===== config.mk =====
export PLATFORM = sky130hd
export DESIGN_NAME = csfd_fifo
export DESIGN_NICKNAME = d
export VERILOG_FILES = /design/src/sv/csfd_pkg.sv /design/src/sv/csfd_fifo.sv
export SDC_FILE = /design/constraint.sdc
export NUM_CORES = 1
export LEC_CHECK = 0
export ABC_AREA = 1
export BUFFER_PORTS_ARGS = -buffer_cell sky130_fd_sc_hd__buf_2
export CAP_MARGIN = 25
export CORE_MARGIN = 3
export CORE_UTILIZATION = 54
export CTS_BUF_LIST = sky130_fd_sc_hd__clkbuf_8
export DETAILED_ROUTE_END_ITERATION = 8
export PLACE_DENSITY = 0.89
export SLEW_MARGIN = 20
export SYNTH_ARGS = -nofsm -noshare
export SYNTH_HDL_FRONTEND = slang
export SYNTH_SLANG_ARGS = --single-unit

===== constraint.sdc =====
create_clock -name clk_i -period 10.6 [get_ports clk_i]
set_input_delay 0.53 -clock clk_i [delete_from_list [all_inputs] [get_ports clk_i]]
set_output_delay 0.53 -clock clk_i [all_outputs]
set_load 0.05 [all_outputs]

===== src/sv/csfd_pkg.sv =====
`timescale 1ns / 1ps

package csfd_pkg;

  // frame and word geometry
  localparam int unsigned FRAME_BYTES = 8;
  localparam int unsigned WORD_BITS   = 32;
  localparam int unsigned WORD_BYTES  = WORD_BITS / 8;

  // fixed point formats: scale fraction bits and output fraction bits
  localparam int unsigned SCALE_FRAC_BITS = 16;
  localparam int unsigned OUT_FRAC_BITS   = 16;
  localparam int unsigned FRAC_DOWN =
    (SCALE_FRAC_BITS > OUT_FRAC_BITS) ? (SCALE_FRAC_BITS - OUT_FRAC_BITS) : 0;
  localparam int unsigned FRAC_UP =
    (OUT_FRAC_BITS > SCALE_FRAC_BITS) ? (OUT_FRAC_BITS - SCALE_FRAC_BITS) : 0;

  // datapath widths: 65-bit signed numeric times 32-bit signed scale
  localparam int unsigned NUM_W   = 65;
  localparam int unsigned SCALE_W = 32;
  localparam int unsigned HALF_W  = 32;
  localparam int unsigned PART_W  = NUM_W;
  localparam int unsigned PROD_W  = NUM_W + SCALE_W;
  localparam int unsigned ALIGN_W = PROD_W + FRAC_UP;
  localparam int unsigned SUM_W   = ALIGN_W + 1;

  // queue between front and back
  localparam int unsigned FIFO_DEPTH = 4;
  localparam int unsigned FIFO_PTR_W = $clog2(FIFO_DEPTH);
  localparam int unsigned FIFO_CNT_W = $clog2(FIFO_DEPTH + 1);

  // saturation limits
  localparam logic [63:0] PHYS_MAX = 64'h7FFF_FFFF_FFFF_FFFF;
  localparam logic [63:0] PHYS_MIN = 64'h8000_0000_0000_0000;

  // one finished signal on its way to the scaling pipeline
  typedef struct packed {
    logic [63:0]              raw;
    logic signed [NUM_W-1:0]  num;
    logic signed [SCALE_W-1:0] scale;
    logic signed [63:0]       bias;
    logic                     err;
  } csfd_item_t;

  // queue status seen by the front and the back
  typedef struct packed {
    logic full;
    logic empty;
  } csfd_q_stat_t;

endpackage


===== src/sv/csfd_fifo.sv =====
`timescale 1ns / 1ps

module csfd_fifo (
  input  logic                   clk_i,
  input  logic                   rst_ni,
  input  logic                   wr_i,
  input  csfd_pkg::csfd_item_t   item_i,
  input  logic                   rd_i,
  output csfd_pkg::csfd_item_t   item_o,
  output csfd_pkg::csfd_q_stat_t stat_o
);

  csfd_pkg::csfd_item_t mem_q [csfd_pkg::FIFO_DEPTH];

  logic [csfd_pkg::FIFO_PTR_W-1:0] wr_ptr_q, wr_ptr_d;
  logic [csfd_pkg::FIFO_PTR_W-1:0] rd_ptr_q, rd_ptr_d;
  logic [csfd_pkg::FIFO_CNT_W-1:0] cnt_q, cnt_d;
  logic                            do_wr, do_rd;

  localparam logic [csfd_pkg::FIFO_PTR_W-1:0] PTR_LAST =
    csfd_pkg::FIFO_PTR_W'(csfd_pkg::FIFO_DEPTH - 1);
  localparam logic [csfd_pkg::FIFO_CNT_W-1:0] CNT_FULL =
    csfd_pkg::FIFO_CNT_W'(csfd_pkg::FIFO_DEPTH);

  assign stat_o.full  = (cnt_q == CNT_FULL);
  assign stat_o.empty = (cnt_q == '0);
  assign do_wr        = wr_i && !stat_o.full;
  assign do_rd        = rd_i && !stat_o.empty;
  assign item_o       = mem_q[rd_ptr_q];

  // pointer and count update
  always_comb begin
    wr_ptr_d = wr_ptr_q;
    rd_ptr_d = rd_ptr_q;
    cnt_d    = cnt_q;
    if (do_wr) begin
      wr_ptr_d = (wr_ptr_q == PTR_LAST) ? '0 : wr_ptr_q + 1'b1;
    end
    if (do_rd) begin
      rd_ptr_d = (rd_ptr_q == PTR_LAST) ? '0 : rd_ptr_q + 1'b1;
    end
    if (do_wr && !do_rd) begin
      cnt_d = cnt_q + 1'b1;
    end else if (do_rd && !do_wr) begin
      cnt_d = cnt_q - 1'b1;
    end
  end

  always_ff @(posedge clk_i or negedge rst_ni) begin
    if (!rst_ni) begin
      wr_ptr_q <= '0;
      rd_ptr_q <= '0;
      cnt_q    <= '0;
    end else begin
      wr_ptr_q <= wr_ptr_d;
      rd_ptr_q <= rd_ptr_d;
      cnt_q    <= cnt_d;
    end
  end

  // entry storage
  always_ff @(posedge clk_i) begin
    if (do_wr) begin
      mem_q[wr_ptr_q] <= item_i;
    end
  end

endmodule


==> results.md <==
* Synthesized instance count at roughly 2700
* Area leader, netlist: edfxtp_1
* First-pass GRT wire length at between 100000 and 150000 um
* Die footprint at 0.0714 mm^2
* Max_cap viols at 0
* Crit path capture type: output pin
* Library cells used by synthesis at 18
* Total clock sinks at between 900 and 1000
* Worst Path Arrival at ~4.5 ns
* ANT nets after route at 0
* Vias in the first global route at 24900
* Worst skew pair latency at 0.79 ns
* Final core occ at 0.663
* Finished Cell Area at approximately 0.045 mm^2
* Min Tclk post-route at 5.01 ns
* GRT Overall Usage at 0.255
* RePlAce Congestion at 0.818
* Final period util at 0.472
* Post-DP HPWL at roughly 47000 um
* FF+latch count, synth at 911
* Rel. slew slack at 0.297
* Antenna violations before repair at 8
* Critical path class: flip-flop to output pin
* Syn nets at 2934
* R2R cell count at 6
* Hold/Removal Path Class: primary input to async pin
* RSZ-0062 raised after global routing: false
* Num rows at 95
* Pint at 7510 uW
* Final nets at 3650
* Required @ worst endpoint at 10.07 ns
* Core Area at between 0.06 and 0.07 mm^2
* Max FO, Critical Path at 149
* DR DRC count at 0
* Syn_area_per_cell at about 14 um^2
* Final setup margin at 5.59 ns
* Drt total wl at ~93000 um
* Sw Share at 0.467
* Comb pwr share at 0.439
* Layout area overhead at 21.3%
* Starting Density at 0.546
* Critical Path Source Type: flip-flop
* Seq/Total Area, Yosys at 0.742
* Clock buffer depth at 3
* Leakage Power at approximately 0.018 uW
* Power per Cell Area at approximately 320 mW/mm^2
* Yosys top cell area share at 0.737
* Ys Warns at 0
* Largest net degree at the start of global routing at 271
* Post-CTS Setup Bufs at 0
* DR WL/cell at 21.0 um
* Leading post-synthesis cells by cell area: edfxtp_1 74%, nand2_1 7.1%, o211ai_1 6.7%
* Mapped Area at 0.0368 mm^2
* Setup Viol. Count Final at 0
* Share of post-route cells with drive strength above 1 at 0.228
* Routed vias at around 24000
* PostCTS Resize Cnt at 0
* Final hold slack at 0.212 ns
* Slew @ Worst Pin at 1.05 ns
* Psw at 6580 uW
* Die height at 267 um
* DR iter-0 viols at approximately 2600
* Max VDD drop at 0.000297 V
* Post-Route Skew at 0.0439 ns
* Num CTS Buffers at 148
* Share of power burned in the clock network at 0.204
* Total power at approximately 14000 uW
* Drt pass-1 iters at 6
* Ports at 458
* Final Hold Vio Count at 0
* Achievable Freq at ~0.2 GHz
* Register clock-pin slew on the reported worst setup and hold paths at 0.06 ns
* DIE WIDTH at 267 um
* Vias/cell at ~5.5
* Count of input and output buffers at around 460
* Root buffer cell: clkbuf_8
* DP Worst Slack at about 6.4 ns
* Sequential Power Share at 0.357
* H-tree levels at 4
* CTS tree: done
* Global route overflow at 0
* Status: finished clean
* Fin. max-slew vios at 0
* Dpl cell area at 0.0396 mm^2
[area by class of cell]
class / count / area [um^2]
Antenna cell: 10 / 25.0
Timing Repair Buffer: 716 / 4910
Clock inverter: 118 / 704
Sequential cell: 911 / 27300
Tap cell: 873 / 1090
Clock buffer: 148 / 2040
Inverter: 468 / 1760
Multi-Input combinational cell: 1168 / 6810
Fill cell: 4192 / 22700
[power groups by stage]
stage                     clock, uW  sequential (uW)  combinational [uW]
after floorplan                   0             5200                4710
after global placement            0             5030                5840
after detailed placement          0             5070                5950
after CTS                      2860             5000                6060
after global routing           3080             5070                6520
final                          2870             5030                6190
[routing by layer]
layer,track usage,wire length (um),vias to the layer above
met5,0,13,-
met4,0.137,4810,2
met3,0.0664,7540,333
met2,0.441,47400,1360
met1,0.292,33100,11700
li1,-,-,10900
[synth_stat cells]
cell	count
nand2_1	693
o211ai_2	122
o211ai_1	330
inv_2	1
nand4_1	1
nor2_1	6
xnor2_1	1
edfxtp_1	904
clkbuf_1	12
buf_2	99
nand3_1	7
o21ai_0	1
ha_1	6
dfrtp_1	7
buf_6	35
fa_1	1
inv_1	467
buf_4	4
[registers in the layout (all words and copies together), names as in the netlist]
signal    count
cnt_q         3
mem_q       904
rd_ptr_q      2
wr_ptr_q      2
[stage by stage]
step	TNS, ns	std cells
after global routing	0	4407
after CTS	0	4400
final	0	4412
after detailed placement	0	3905
after floorplan	-276.54	2697
after global placement	0	3903
[placed cells by master, fill, tap and decap left out, types with 4 or more instances in the layout]
master	count
bufinv_16	4
inv_6	4
o211ai_2	122
buf_4	22
clkinv_2	20
edfxtp_1	904
o211ai_1	330
dlygate4sd3_1	229
inv_12	4
inv_1	515
clkinv_1	28
buf_2	457
dfrtp_1	5
nand3_1	7
nor2_4	4
clkbuf_8	148
clkinvlp_4	5
ha_1	6
buf_12	5
inv_8	5
diode_2	10
nand2_1	693
[worst max-delay path, cell delays in order, from the launching register on]
cell      delay [ns]
dfrtp_4         1.09
buf_4           0.89
buf_12          0.52
buf_16          0.43
o211ai_1        0.19
nand2_1         0.11
buf_2           0.32
[timing repair]
item / CTS / global route
endpoints found under the hold margin: 915 / 0
endpoints found under the setup margin: 0 / 0
hold buffers: 229 / 0
[final timing paths]
path | from | to | slack [ns]
setup reg to reg | cnt_q[0] | mem_q[1][138] | 7.04
setup / recovery | rd_ptr_q[0] | item_o[121] | 5.59
hold reg to reg | cnt_q[2] | cnt_q[2] | 0.53
max in group asynchronous | rst_ni | rd_ptr_q[1] | 10.21
min in group clk_i | item_i[170] | mem_q[0][170] | 0.52
hold / removal | rst_ni | cnt_q[0] | 0.21
[cells by family after synthesis]
family	count (synthesis)	synth area share
compound gates	453	0.109
xor+xnor	1	0.000238
fa+ha+maj	7	0.00258
buf+inv	618	0.0739
flops	911	0.742
simple gates	707	0.0724
No activity file was read; power rests on OpenSTA's default activity.
