==> src/sv/csfd_pkg.sv <==
`timescale 1ns / 1ps

package csfd_pkg;

  // frame and word geometry
  localparam int unsigned FRAME_BYTES = 8;
  localparam int unsigned WORD_BITS   = 32;
  localparam int unsigned WORD_BYTES  = WORD_BITS / 8;

  // fixed point formats: scale fraction bits and output fraction bits
  localparam int unsigned SCALE_FRAC_BITS = 16;
  localparam int unsigned OUT_FRAC_BITS   = 16;
  localparam int unsigned FRAC_DOWN =
    (SCALE_FRAC_BITS > OUT_FRAC_BITS) ? (SCALE_FRAC_BITS - OUT_FRAC_BITS) : 0;
  localparam int unsigned FRAC_UP =
    (OUT_FRAC_BITS > SCALE_FRAC_BITS) ? (OUT_FRAC_BITS - SCALE_FRAC_BITS) : 0;

  // datapath widths: 65-bit signed numeric times 32-bit signed scale
  localparam int unsigned NUM_W   = 65;
  localparam int unsigned SCALE_W = 32;
  localparam int unsigned HALF_W  = 32;
  localparam int unsigned PART_W  = NUM_W;
  localparam int unsigned PROD_W  = NUM_W + SCALE_W;
  localparam int unsigned ALIGN_W = PROD_W + FRAC_UP;
  localparam int unsigned SUM_W   = ALIGN_W + 1;

  // queue between front and back
  localparam int unsigned FIFO_DEPTH = 4;
  localparam int unsigned FIFO_PTR_W = $clog2(FIFO_DEPTH);
  localparam int unsigned FIFO_CNT_W = $clog2(FIFO_DEPTH + 1);

  // saturation limits
  localparam logic [63:0] PHYS_MAX = 64'h7FFF_FFFF_FFFF_FFFF;
  localparam logic [63:0] PHYS_MIN = 64'h8000_0000_0000_0000;

  // one finished signal on its way to the scaling pipeline
  typedef struct packed {
    logic [63:0]              raw;
    logic signed [NUM_W-1:0]  num;
    logic signed [SCALE_W-1:0] scale;
    logic signed [63:0]       bias;
    logic                     err;
  } csfd_item_t;

  // queue status seen by the front and the back
  typedef struct packed {
    logic full;
    logic empty;
  } csfd_q_stat_t;

endpackage

==> src/sv/csfd_front.sv <==
`timescale 1ns / 1ps

module csfd_front (
  input  logic                     clk_i,
  input  logic                     rst_ni,
  input  logic                     push_i,
  input  csfd_pkg::csfd_q_stat_t   stat_i,
  input  logic [63:0]              frame_data_i,
  input  logic [2:0]               byte_pos_i,
  input  logic [4:0]               bit_offset_i,
  input  logic [5:0]               bit_count_i,
  input  logic                     last_part_i,
  input  logic                     signed_mode_i,
  input  logic [6:0]               signal_width_i,
  input  logic signed [31:0]       scale_i,
  input  logic signed [63:0]       bias_i,
  output logic                     wr_o,
  output csfd_pkg::csfd_item_t     item_o
);

  logic [63:0] acc_q, acc_d;
  logic        err_q, err_d;
  logic        accept;

  logic [31:0] word;
  logic [3:0]  idx;
  logic [6:0]  span;
  logic        over;
  logic [5:0]  bits_c;
  logic [5:0]  shift;
  logic [31:0] mask;
  logic [31:0] field;
  logic [63:0] acc_new;

  logic [6:0]  width_c;
  logic [63:0] wmask;
  logic        sign_bit;
  logic [63:0] sval;
  logic signed [csfd_pkg::NUM_W-1:0] num;

  assign accept = push_i && !stat_i.full;

  // gather the little-endian word, bytes past the frame read as zero
  always_comb begin
    word = '0;
    idx  = '0;
    for (int b = 0; b < csfd_pkg::WORD_BYTES; b++) begin
      idx = {1'b0, byte_pos_i} + 4'(b);
      if (idx < 4'd8 && 32'(idx) < csfd_pkg::FRAME_BYTES) begin
        word[8*b +: 8] = frame_data_i[{idx[2:0], 3'b000} +: 8];
      end
    end
  end

  // field extraction and accumulator shift
  always_comb begin
    span    = {2'b00, bit_offset_i} + {1'b0, bit_count_i};
    over    = span > 7'd32;
    bits_c  = (bit_count_i > 6'd32) ? 6'd32 : bit_count_i;
    shift   = over ? 6'd0 : 6'(7'd32 - span);
    mask    = (bits_c >= 6'd32) ? '1 : ((32'd1 << bits_c) - 32'd1);
    field   = (word >> shift) & mask;
    acc_new = (bits_c == 6'd0) ? acc_q : ((acc_q << bits_c) | {32'b0, field});
  end

  // numeric value: sign-extend from the signal width in signed mode
  always_comb begin
    width_c  = (signal_width_i > 7'd64) ? 7'd64 : signal_width_i;
    wmask    = (width_c >= 7'd64) ? '1 : ((64'd1 << width_c[5:0]) - 64'd1);
    sign_bit = (width_c == 7'd0) ? 1'b0 : acc_new[width_c[5:0] - 6'd1];
    sval     = (acc_new & wmask) | (sign_bit ? ~wmask : 64'd0);
    if (signed_mode_i && width_c != 7'd0) begin
      num = {sval[63], sval};
    end else begin
      num = {1'b0, acc_new};
    end
  end

  // hand a finished signal to the queue
  always_comb begin
    wr_o         = accept && last_part_i;
    item_o.raw   = acc_new;
    item_o.num   = num;
    item_o.scale = scale_i;
    item_o.bias  = bias_i;
    item_o.err   = err_q | over;
  end

  // accumulator state, cleared after the last part
  always_comb begin
    acc_d = acc_q;
    err_d = err_q;
    if (accept) begin
      if (last_part_i) begin
        acc_d = '0;
        err_d = 1'b0;
      end else begin
        acc_d = acc_new;
        err_d = err_q | over;
      end
    end
  end

  always_ff @(posedge clk_i or negedge rst_ni) begin
    if (!rst_ni) begin
      acc_q <= '0;
      err_q <= 1'b0;
    end else begin
      acc_q <= acc_d;
      err_q <= err_d;
    end
  end

endmodule

==> config.mk <==
export PLATFORM = sky130hd
export DESIGN_NAME = csfd_front
export DESIGN_NICKNAME = d
export VERILOG_FILES = /design/src/sv/csfd_pkg.sv /design/src/sv/csfd_front.sv
export SDC_FILE = /design/constraint.sdc
export NUM_CORES = 1
export LEC_CHECK = 0
export ABC_AREA = 1
export BUFFER_PORTS_ARGS = -buffer_cell sky130_fd_sc_hd__buf_2
export CAP_MARGIN = 20
export CORE_UTILIZATION = 40
export CTS_BUF_LIST = sky130_fd_sc_hd__clkbuf_8 sky130_fd_sc_hd__clkbuf_16
export CTS_CLUSTER_SIZE = 25
export DETAILED_ROUTE_END_ITERATION = 8
export GPL_TIMING_DRIVEN = 0
export PLACE_DENSITY = 0.64
export SLEW_MARGIN = 20
export SYNTH_ARGS = -nofsm -noshare
export SYNTH_HDL_FRONTEND = slang
export SYNTH_SLANG_ARGS = --single-unit
export TNS_END_PERCENT = 100
==> constraint.sdc <==
create_clock -name clk_i -period 11.5 [get_ports clk_i]
set_input_delay 0.575 -clock clk_i [delete_from_list [all_inputs] [get_ports clk_i]]
set_output_delay 0.575 -clock clk_i [all_outputs]
set_load 0.005 [all_outputs]
==> results of run 1 <==
## critical path: cells and delay by family
kind                       cells  cell delay, ns
AOI/OAI and AO/OA              1            0.11
adders and majority gates      1            0.38
buffers and inverters         11            2.21
muxes                          1            0.21
and+or+nand+nor               20            2.60
## layout by cell type, fill, tap and decap left out, types with 15 or more instances in the layout
cell type	instances
a21oi_1	94
a21oi_2	38
buf_1	24
buf_2	370
buf_4	119
clkbuf_1	71
dfrtp_1	65
ha_1	17
inv_1	304
inv_2	37
mux2i_1	20
nand2_1	963
nand3_1	417
nand4_1	50
nor2_1	254
nor2_2	18
nor3_1	77
o21a_1	15
o21ai_0	174
o21ai_1	144
o22ai_1	44
## registers in the layout (all words and copies together) (netlist names)
name / count
acc_q: 64
err_q: 1
## layout make-up
type / instances / area (µm²)
fill: 4769 / 21800
multi-input combinational: 2495 / 12300
buffer: 282 / 1680
sequential: 65 / 1630
timing repair buffer: 317 / 1600
inverter: 346 / 1310
tap: 532 / 666
clock buffer: 10 / 239
clock inverter: 5 / 25.0
antenna: 1 / 2.50
## path summary, 6_finish.rpt
kind                                     from           to  cells past startpoint  slack (ns)
min in group clk_i                  acc_q[43]    acc_q[43]                      2        0.52
max in group asynchronous              rst_ni    acc_q[23]                      2       10.81
worst min-delay path                   rst_ni    acc_q[54]                      1        0.14
worst min register to register      acc_q[43]    acc_q[43]                      2        0.52
worst max-delay path            byte_pos_i[1]  item_o[136]                     34        4.85
worst max register to register      acc_q[16]    acc_q[33]                     12        8.49
## report_power, final
group | switching, mW | internal [mW]
Sequential | 0.0249 | 0.268
Clock | 0.0988 | 0.148
Combinational | 1.22 | 0.551
Total | 1.35 | 0.967
## per-stage QoR
step / std cells / hold WS [ns] / cell area [µm²] / worst slack [ns] / utilization
after floorplan: 3188 / 0.279 / 16900 / 6.91 / -
after global placement: 4036 / 0.493 / 19100 / 4.97 / 0.464
after detailed placement: 4037 / 0.506 / 19100 / 5.03 / 0.465
after CTS: 4052 / 0.158 / 19400 / 5.02 / 0.471
after global routing: 4053 / 0.175 / 19400 / 4.50 / 0.471
final: 4053 / 0.143 / 19400 / 4.85 / 0.471
## routing by layer
layer	up-vias	track usage
li1	11000	-
met1	10800	0.554
met2	1466	0.635
met3	213	0.0679
met4	2	0.141
met5	-	0
## cells in the mapped netlist, drive strengths merged, types with 3 or more instances
library cell | n | area share
clkbuf | 71 | 0.016
xor2 | 4 | 0.0021
a22o | 4 | 0.0021
nand3 | 427 | 0.13
nand3b | 6 | 0.0027
xnor2 | 7 | 0.0045
mux2i | 28 | 0.023
nand2 | 985 | 0.23
a21oi | 132 | 0.048
o21a | 15 | 0.0067
clkinv | 5 | 0.0013
a31oi | 10 | 0.0037
a21o | 4 | 0.0018
inv | 341 | 0.076
buf | 211 | 0.084
o2111ai | 3 | 0.0016
or2 | 19 | 0.0070
o22ai | 44 | 0.016
nand4 | 51 | 0.020
o21ai | 325 | 0.098
nor4 | 10 | 0.0037
o21bai | 3 | 0.0016
nor3 | 79 | 0.024
ha | 17 | 0.013
dfrtp | 65 | 0.096
a22oi | 4 | 0.0018
a21boi | 8 | 0.0042
nor2 | 284 | 0.071
o221ai | 3 | 0.0016
o211ai | 10 | 0.0047
## cell families after synthesis
kind of cell / share of synthesized area
AND/OR/NAND/NOR: 0.487
adder cells (fa/ha/maj): 0.0138
AO/OA/AOI/OAI: 0.196
XOR/XNOR: 0.00660
multiplexers: 0.0225
buffers and inverters: 0.177
flip-flops: 0.0964
==> metrics, run 1 <==
fmax=between 0.15 and 0.2 GHz; Setup TNS=0 ns; Syn Nets=3,394; GRT overflow=0; CP arrival=roughly 6.1 ns; nets=approximately 3,700; vias in the first global route=between 20,000 and 25,000; DR top layer=met5; met2 routed WL=between 30 and 40 mm; slowest CP cell=ha_1; HP Class=input pin to async pin; initial core utilization=0.409; CTS Sinks=65; Avg Vias per Cell=roughly 5.8; Synth Flop Type=dfrtp_1; RSZ-0062 raised after global routing=no; Slew HR=0.357; Worst EP required=roughly 11 ns; global-route wire length before repair=roughly 130 mm; placeable core area=between 40,000 and 50,000 µm²; Worst-path clk slew=0.06 ns; DRC viols=0; leak pwr=around 11 nW; post-route ant nets=0; die area=between 40,000 and 50,000 µm²; CTS buffer count=9; GPL Wtd Cong=approximately 1.1; htree depth=3; DR WL/cell=22.2 µm; final hold vios=0; met3 wire length=approximately 9.7 mm; Tcrit/Tclk final=0.579; Syn Area/Cell=roughly 5.3 µm²; cell mode on critical path=nand2_1; post-CTS setup buffers=0; Hold Buf Count CTS=0; post-synthesis sequential area ratio=0.0964; pin count of the biggest net entering global routing=41; clk_lat worst skew=between 0.3 and 0.4 ns; status=complete, no violations; MaxCap Viol Count=0; Clock Tree Root=clkbuf_16; Synth Instances=about 3,200; worst-path fanout max=11; CTS tree=done; number of synthesized register bits=65; Post-synth EDFFs=0; Max Root-Sink Buffers=2; met1 WL=38.0 mm; cts repair resizes=0; layout cells sized above 1=0.198; worst-case vdd ir drop=between 0.09 and 0.1 mV; Setup Viol. Count Final=0; CP endpoint kind=output pin; Layout Area Growth over Synthesis=15.0%; initial antenna violation count=2; final WL=around 90 mm; Die Width=approximately 210 µm; # rows=74; via count=roughly 23,000; Pre-antenna DRT Iters=6; Setup crit start kind=input pin; kind of critical path=input pin to output pin; cell area after synthesis=between 15,000 and 20,000 µm²; synth unique cells=67; Ys Warns=0; Iter 0 DRT Violations=~3,000; Port Buffers=between 300 and 400; dpl hpwl=approximately 75 mm; clk_skew=~0.0075 ns; Final Power=around 2.3 mW; num ports=roughly 420; Die Height=a little over 200 µm; Final Critical Period=6.65 ns; Final Slew Violations=0; Total GRT Usage=0.404; Worst-Margin Slew=around 0.96 ns; share of flip-flops with an asynchronous set or reset=1.00; Pwr Density=approximately 120 nW/µm²; Crit path largest cell delay=about 0.38 ns
Note: power is estimated with default switching activity, not from simulation.
==> run 2, diff against run 1 <==
==> constraint.sdc (replaced) <==
create_clock -name clk_i -period 6.3 [get_ports clk_i]
set_input_delay 0.315 -clock clk_i [delete_from_list [all_inputs] [get_ports clk_i]]
set_output_delay 0.315 -clock clk_i [all_outputs]
set_load 0.005 [all_outputs]
==> run 2 against run 1 <==
Net effect: sequential share of layout area about the same; cell count unchanged; first-iteration DRC count decreased by 4.5%; non-clock buffer count unchanged; clock power increased by 81%; routed wire length decreased by 0.11%; clock-buffer cell count unchanged; via count about the same; die area unchanged; combinational power increased by 83%; flip-flop and latch count unchanged; critical path type unchanged; highest routed layer unchanged.
==> metrics, run 2 (same netlist as run 1, synthesis figures left out) <==
Crit path max-delay family=simple AND/OR/NAND/NOR gates; cell mode on critical path=nand2_1; Worst EP required=5.98 ns; Biggest register=acc_q; Die Width=a little over 200 µm; Max Root-Sink Buffers=2; Final Slew Violations=0; kind of critical path=input pin to output pin; # rows=between 70 and 80; DR WL/cell=roughly 22 µm; top flop regs=acc_q: 64 flops, err_q: 1 flops; Layout Area Growth over Synthesis=15.1%; status=complete, no violations; Final Power=roughly 4.2 mW; post-route cell area=a little under 20,000 µm²; Buf/Inv on CP=10; post-CTS setup buffers=0; leak pwr=10.7 nW; num ports=just over 400; placeable core area=between 40,000 and 50,000 µm²; CTS Sinks=65; Inst Count DP=4,037; Final Non-Filler Cells=slightly above 4,000; initial core utilization=0.409; Crit path largest cell delay=between 0.3 and 0.4 ns; initial antenna violation count=2; GRT overflow=0; worst-path fanout max=20; dpl hpwl=roughly 75 mm; Die Height=between 200 and 250 µm; vias in the first global route=~21,000; pin count of the biggest net entering global routing=41; post-route ant nets=0; Clock Tree Root=clkbuf_16; max FFs per register=64; slowest CP cell=ha_1; worst-case vdd ir drop=between 0.15 and 0.2 mV; Setup TNS=0 ns; Filler Cell Count=~4,800; die area=around 43,000 µm²; DRC viols=0; CTS tree=done; Pwr Density=between 200 and 250 nW/µm²; Setup Viol. Count Final=0; RSZ-0062 raised after global routing=no; GPL Wtd Cong=about 1.1; Port Buffers=between 300 and 400; Pre-antenna DRT Iters=8; DP Area=between 15,000 and 20,000 µm²; Setup crit start kind=input pin; CTS buffer count=9; CP endpoint kind=output pin; Worst-Margin Slew=0.990 ns; via count=23,500; Avg Vias per Cell=5.80; global-route wire length before repair=~130 mm; final hold vios=0; fmax=between 0.15 and 0.2 GHz; CP arrival=5.56 ns; nets=around 3,700; commonest non-fill, non-tap cell in the layout=nand2_1; final WL=between 80 and 90 mm; HP Class=input pin to register; Final Critical Period=5.88 ns; clk_lat worst skew=approximately 0.34 ns; Worst-path clk slew=about 0.050 ns; cts repair resizes=0; most frequent cells in the layout=963 x nand2_1, 417 x nand3_1, 370 x buf_2; Total GRT Usage=0.404; layout cells sized above 1=0.198; Slew HR=0.340; clk_skew=about 0.0068 ns; MaxCap Viol Count=0; Tcrit/Tclk final=0.933; htree depth=3; Iter 0 DRT Violations=~2,800; hold_ws=approximately 0.41 ns
-- run 2: stage by stage --
step	util	setup slack (ns)
after global routing	0.471	0.112
final	0.471	0.425
after global placement	0.464	0.290
after floorplan	-	2.23
after CTS	0.471	0.338
after detailed placement	0.465	0.350
-- run 2: timing repair --
| item | CTS | global route |
|---|---|---|
| endpoints found under the hold margin | 25 | 0 |
| setup endpoints to repair | 0 | 62 |
| hold buffers | 1 | 0 |
-- run 2: final cells by class --
class,count,area (µm²),area share
Timing Repair Buffer,318,1610,0.0832
Buffer,281,1680,0.0863
Inverter,346,1310,0.0673
Multi-Input combinational cell,2495,12300,0.631
Tap cell,532,666,0.0343
Antenna cell,1,2.50,0.000129
Sequential cell,65,1630,0.0838
Clock inverter,5,25.0,0.00129
Clock buffer,10,239,0.0123
-- run 2: report_power, final --
part | internal (mW) | leakage [nW] | switching [mW]
Combinational | 1.01 | 9.67 | 2.23
Clock | 0.270 | 0.137 | 0.178
Sequential | 0.490 | 0.856 | 0.0452
-- run 2: tightest hold or removal path, stage by stage --
cell,delay (ns)
buf_2,0.09
inv_1,0.03
nor2_1,0.13
a21oi_1,0.05
nand2_1,0.06
inv_1,0.03
-- run 2: path summary, 6_finish.rpt --
path	slack, ns	depth (start not counted)	to	start
setup / recovery	0.42	33	item_o[136]	byte_pos_i[1]
min in group asynchronous	0.43	2	acc_q[55]	rst_ni
hold / removal	0.41	6	err_q	last_part_i
hold reg to reg	0.52	2	acc_q[43]	acc_q[43]
max in group asynchronous	5.32	3	acc_q[23]	rst_ni
setup reg to reg	3.32	11	acc_q[25]	acc_q[16]
-- run 2: metal layers --
| layer | wire length [µm] | global-route usage | part of all wire | vias to the layer above |
|---|---|---|---|---|
| li1 | - | - | - | 11100 |
| met5 | 8 | 0 | 0.000089 | - |
| met1 | 37700 | 0.554 | 0.42 | 10800 |
| met4 | 3490 | 0.141 | 0.039 | 2 |
| met2 | 38800 | 0.635 | 0.43 | 1458 |
| met3 | 9820 | 0.0679 | 0.11 | 210 |
